--- src/bresenham_line_framebuffer_unit_assert.svh ---
// Assertion macros for the line frame store unit.
// Depends on a clock named clk and an active-low reset named arst_n in scope.
`ifndef BRESENHAM_LINE_FRAMEBUFFER_UNIT_ASSERT_SVH
`define BRESENHAM_LINE_FRAMEBUFFER_UNIT_ASSERT_SVH

// Check that a condition implies a consequence in the same cycle.
`define BLF_ASSERT_SAME(label, cond, cons) \
	label: assert property (@(posedge clk) disable iff (!arst_n) (cond) |-> (cons)) \
		else $error("same-cycle check failed");

// Check that a condition implies a consequence in the next cycle.
`define BLF_ASSERT_NEXT(label, cond, cons) \
	label: assert property (@(posedge clk) disable iff (!arst_n) (cond) |=> (cons)) \
		else $error("next-cycle check failed");

`endif

--- src/blf_pkg.sv ---
// Shared types and constants for the line frame store unit.
// Used by the controller, the datapath and the top level.
package blf_pkg;

	localparam int COORD_W = 12;
	localparam int DX_W    = 13;
	localparam int ERR_W   = 15;
	localparam int STEP_W  = 12;
	localparam int DIM_W   = 13;
	localparam int COLOR_W = 32;
	localparam int COUNT_W = 13;
	localparam int MODE_W  = 2;
	localparam int VW_W    = 10;
	localparam int VH_W    = 9;
	localparam int CFG_IDX_W  = 2;
	localparam int CFG_DATA_W = 10;
	localparam int IN_DATA_W  = 80;
	localparam int OUT_DATA_W = 48;

	localparam int MAX_WIDTH_DEF  = 512;
	localparam int MAX_HEIGHT_DEF = 256;

	localparam logic [COUNT_W-1:0] COUNT_LIMIT = 13'd4096;
	localparam logic [VW_W-1:0] VIEW_WIDTH_RST  = 10'd320;
	localparam logic [VH_W-1:0] VIEW_HEIGHT_RST = 9'd200;

	localparam logic [MODE_W-1:0] MODE_DRAW  = 2'd0;
	localparam logic [MODE_W-1:0] MODE_CLEAR = 2'd1;
	localparam logic [MODE_W-1:0] MODE_READ  = 2'd2;

	localparam logic [CFG_IDX_W-1:0] REG_VIEW_WIDTH  = 2'd0;
	localparam logic [CFG_IDX_W-1:0] REG_VIEW_HEIGHT = 2'd1;

	typedef struct packed {
		logic load;
		logic setup;
		logic clr_init;
		logic line_step;
		logic clr_step;
		logic plot;
		logic out_load;
		logic res_read;
		logic res_draw;
	} blf_cmd_t;

	typedef struct packed {
		logic line_last;
		logic clr_empty;
		logic clr_last;
	} blf_sts_t;

endpackage

--- src/blf_ctrl.sv ---
// Command sequencer of the line frame store unit.
// Depends on blf_pkg for command and status types and mode codes.
module blf_ctrl (
	input  logic                      clk,
	input  logic                      arst_n,
	input  logic                      s_valid,
	output logic                      s_ready,
	input  logic [blf_pkg::MODE_W-1:0] mode,
	output logic                      m_valid,
	input  logic                      m_ready,
	input  blf_pkg::blf_sts_t         sts,
	output blf_pkg::blf_cmd_t         cmd
);
	import blf_pkg::*;

	typedef enum logic [3:0] {
		S_IDLE,
		S_SETUP,
		S_LINE,
		S_CLR_INIT,
		S_CLEAR,
		S_RD0,
		S_RD1,
		S_DRAIN,
		S_DONE
	} state_t;

	state_t              state_q;
	logic [MODE_W-1:0]   mode_q;
	logic                m_valid_q;
	logic                out_free;

	assign out_free = !m_valid_q || m_ready;
	assign s_ready  = (state_q == S_IDLE);
	assign m_valid  = m_valid_q;

	always_comb begin
		cmd           = '0;
		cmd.load      = (state_q == S_IDLE) && s_valid;
		cmd.setup     = (state_q == S_SETUP);
		cmd.clr_init  = (state_q == S_CLR_INIT);
		cmd.plot      = (state_q == S_LINE) || (state_q == S_CLEAR);
		cmd.line_step = (state_q == S_LINE) && !sts.line_last;
		cmd.clr_step  = (state_q == S_CLEAR);
		cmd.out_load  = (state_q == S_DONE) && out_free;
		cmd.res_read  = (mode_q == MODE_READ);
		cmd.res_draw  = (mode_q == MODE_DRAW);
	end

	always_ff @(posedge clk or negedge arst_n) begin
		if (!arst_n) begin
			state_q   <= S_IDLE;
			mode_q    <= MODE_DRAW;
			m_valid_q <= 1'b0;
		end else begin
			if (m_valid_q && m_ready && (state_q != S_DONE)) begin
				m_valid_q <= 1'b0;
			end
			unique case (state_q)
				S_IDLE: begin
					if (s_valid) begin
						mode_q <= mode;
						unique case (mode)
							MODE_DRAW:  state_q <= S_SETUP;
							MODE_CLEAR: state_q <= S_CLR_INIT;
							MODE_READ:  state_q <= S_RD0;
							default:    state_q <= S_DONE;
						endcase
					end
				end
				S_SETUP: state_q <= S_LINE;
				S_LINE: begin
					if (sts.line_last) begin
						state_q <= S_DRAIN;
					end
				end
				S_CLR_INIT: begin
					if (sts.clr_empty) begin
						state_q <= S_DONE;
					end else begin
						state_q <= S_CLEAR;
					end
				end
				S_CLEAR: begin
					if (sts.clr_last) begin
						state_q <= S_DRAIN;
					end
				end
				S_RD0:   state_q <= S_RD1;
				S_RD1:   state_q <= S_DONE;
				S_DRAIN: state_q <= S_DONE;
				S_DONE: begin
					if (out_free) begin
						m_valid_q <= 1'b1;
						state_q   <= S_IDLE;
					end
				end
				default: state_q <= S_IDLE;
			endcase
		end
	end

endmodule

--- config.mk ---
export PLATFORM = sky130hd
export DESIGN_NAME = blf_ctrl
export DESIGN_NICKNAME = d
export VERILOG_FILES = /design/src/bresenham_line_framebuffer_unit_assert.svh /design/src/blf_pkg.sv /design/src/blf_ctrl.sv
export SDC_FILE = /design/constraint.sdc
export NUM_CORES = 1
export LEC_CHECK = 0
export BUFFER_PORTS_ARGS = -buffer_cell sky130_fd_sc_hd__buf_2
export CORE_AREA = 2 2 39 41
export DETAILED_ROUTE_END_ITERATION = 8
export DIE_AREA = 0 0 41 43
export PLACE_DENSITY = 0.68
export SLEW_MARGIN = 20
export SYNTH_ARGS = -nofsm -noshare
export SYNTH_HDL_FRONTEND = slang
export SYNTH_SLANG_ARGS = --single-unit
--- constraint.sdc ---
create_clock -name clk -period 1.8 [get_ports clk]
set_clock_uncertainty 0.15 [all_clocks]
set_input_delay 0.18 -clock clk [delete_from_list [all_inputs] [get_ports clk]]
set_output_delay 0.18 -clock clk [all_outputs]
set_load 0.02 [all_outputs]
==> results.json <==
{
  "setup_slack_ns": 0.0561,
  "setup_viol": 0,
  "num-fill-cells": 138,
  "yosys.cell_count.top_type": "dfrtp_1",
  "min_path_type": "in2reg",
  "die-width_um": 41,
  "async_reset_ff_share_pct": 100,
  "synth_common_cells": "dfrtp_1, nor2_1, nor2b_1, inv_1",
  "seqPwrFrac_pct": 28.1,
  "htree_levels": 1,
  "synth_area_um2": 500,
  "drt-total-wl_um": 1260,
  "hold-path-cell-count": 3,
  "cts_buffers": 3,
  "drt-vias-per-instance": 5.19,
  "register_area_um2": 179,
  "crit_type": "reg2out",
  "cts_tree": "done",
  "fin_crit_sh_pct": 96.9,
  "cts_max_path_buffers": 2,
  "fp-row-count": 14,
  "min_period_ns": 1.74,
  "power_density_nw_per_um2": 1880,
  "syn_to_final_growth_pct": 36.7,
  "syn-instance-count": 53,
  "antenna_found_initial": 0,
  "routed-via-count": 503,
  "synth_nets": 62,
  "synth_edf_count": 0,
  "clock.fmax_mhz": 573,
  "synth_top_area_share_pct": 35.0,
  "synth_area_leaders": "dfrtp_1, nor2b_1, mux2_2",
  "clockRootBuffer": "clkbuf_4",
  "final-hold-violation-count": 0,
  "ys.flop_type": "dfrtp_1",
  "ys_seq_area_share_pct": 35.0,
  "fin_nets": 91,
  "worst_pin_slew_ns": 0.483,
  "ir_drop_mv": 0.630,
  "grt_pass1_wl_um": 1790,
  "wl_per_cell_um": 13.0,
  "multiInputGateArea_um2": 288,
  "place_ws_ns": 0.128,
  "crit_buf_inv": 2,
  "slowest_delay_ns": 0.46,
  "path_delay_family": "simple AND/OR/NAND/NOR gates",
  "syn_avg_cell_area_um2": 9.44,
  "post_synth_num_cell_types": 29,
  "cp-end-kind": "output port",
  "place_congestion": 0.726,
  "yosysTopAreaCell": "dfrtp_1",
  "combinationalPowerShare_pct": 60.4,
  "path_clk_slew_ns": 0.05,
  "outcome": "completed",
  "maxSlewHeadroom_pct": 66.9,
  "antennaDiodeCount": 0,
  "crit_required_ns": 1.47,
  "dp_hpwl_um": 856,
  "cp.depth": 4,
  "die_h_um": 43,
  "start_util_pct": 36.2,
  "io_buffers": 19,
  "maxSlewViolCount": 0,
  "grt-ovfl-total": 0,
  "crit_path_max_fanout": 7,
  "clkPwrFrac_pct": 11.4,
  "yosys_warnings": 0,
  "grt_pass1_vias": 421,
  "reg2regPathDepth": 4,
  "die_area_um2": 1760,
  "worstPathArrival_ns": 1.41,
  "slowest_stage": "dfrtp_2",
  "route.detailed.drc": 0,
  "worstPathCellList": "nor4_4 -> nand2_2 -> inv_1 -> buf_4",
  "grt_max_degree": 15,
  "placedInstanceArea_um2": 589,
  "ys_seq_elements": 7,
  "final_cell_area_um2": 684,
  "track_usage_pct": 14.7,
  "drive_above_1_share_pct": 48.1,
  "drtPass1Iterations": 4,
  "switching_share_pct": 45.4,
  "startpoint_type": "flip-flop",
  "netSwitchingPower_uw": 585,
  "io_pins": 20,
  "detail-route-antenna-nets": 0,
  "coreArea_um2": 1380,
  "leakage_uw": 0.000351,
  "drtIter0Drc": 12,
  "clk_latency_ns": 0.26,
  "intPower_uw": 704,
  "cts.sinks": 7,
  "cap_violations": 0
}
## power by group through the flow
| stage | clock [uW] | sequential (uW) | combinational [uW] |
|---|---|---|---|
| global route | 162 | 371 | 849 |
| floorplan | 0 | 302 | 586 |
| finish | 148 | 363 | 779 |
| global placement | 0 | 377 | 636 |
| CTS | 150 | 385 | 648 |
| detailed placement | 0 | 383 | 643 |
## sequential cells by signal, indices dropped and copies added (netlist names)
register  cells
m_valid       1
mode_q        2
state_q       4
## stage by stage
step	hold WS (ns)	util (%)	TNS, ns	cells	total power (uW)
floorplan	-0.266	-	0	53	888
global placement	-0.125	42.6	0	85	1010
detailed placement	-0.123	42.6	0	85	1030
CTS	0.0580	45.4	0	90	1180
global route	0.0718	49.5	-0.0312	97	1380
finish	0.0607	49.5	0	97	1290
## layout make-up
class                           instances  area share, %
Clock buffer                            4           3.84
Inverter                                3           1.65
Multi-Input combinational cell         40           42.0
Sequential cell                         7           26.1
Tap cell                               16           2.93
Timing Repair Buffer                   27           23.4
## repair_timing
item	4_1_cts	5_1_grt
pin swaps	0	2
setup endpoints to repair	2	4
endpoints found under the hold margin	7	0
hold buffers	1	0
buffers inserted	0	7
gates resized for setup	2	2
## worst min-delay path, stage by stage
cell and delay (ns):
buf_2 0.08, nand2b_1 0.10, o31ai_1 0.06
## layer usage
metal	wire, um	global-route usage [%]	share of wire [%]
met2	589	20.9	47
met4	34	8.00	2.7
met3	58	1.57	4.6
met5	0	0	0
met1	580	21.0	46
## kinds of logic after synthesis
| logic type | after synthesis | synth area share (%) |
|---|---|---|
| and+or+nand+nor | 26 | 33.0 |
| AOI/OAI and AO/OA | 10 | 16.3 |
| DFF | 7 | 35.0 |
| buffers and inverters | 6 | 7.50 |
| muxes | 3 | 6.50 |
| xor gates and xnor gates | 1 | 1.75 |
## path summary, 6_finish.rpt
kind,endpoint,slack [ns],from
hold reg to reg,mode_q[1],0.37,mode_q[1]
max in group asynchronous,state_q[2],1.18,arst_n
min in group asynchronous,state_q[0],0.14,arst_n
setup / recovery,cmd[8],0.06,state_q[0]
hold / removal,state_q[2],0.06,sts[0]
setup reg to reg,mode_q[0],0.16,state_q[0]
## cells in the final DEF (no fill, tap or decap), drive strengths merged, types with 2 or more instances in the layout
| master | netlist | routed |
|---|---|---|
| inv | 3 | 3 |
| buf | 3 | 26 |
| dfrtp | 7 | 7 |
| nor2 | 7 | 7 |
| nor2b | 6 | 6 |
| clkbuf | 0 | 4 |
| nand2 | 3 | 3 |
| mux2 | 2 | 2 |
| nand2b | 2 | 2 |
| o31ai | 2 | 2 |
| nor3 | 2 | 2 |
Note: power is estimated with default switching activity, not from simulation.
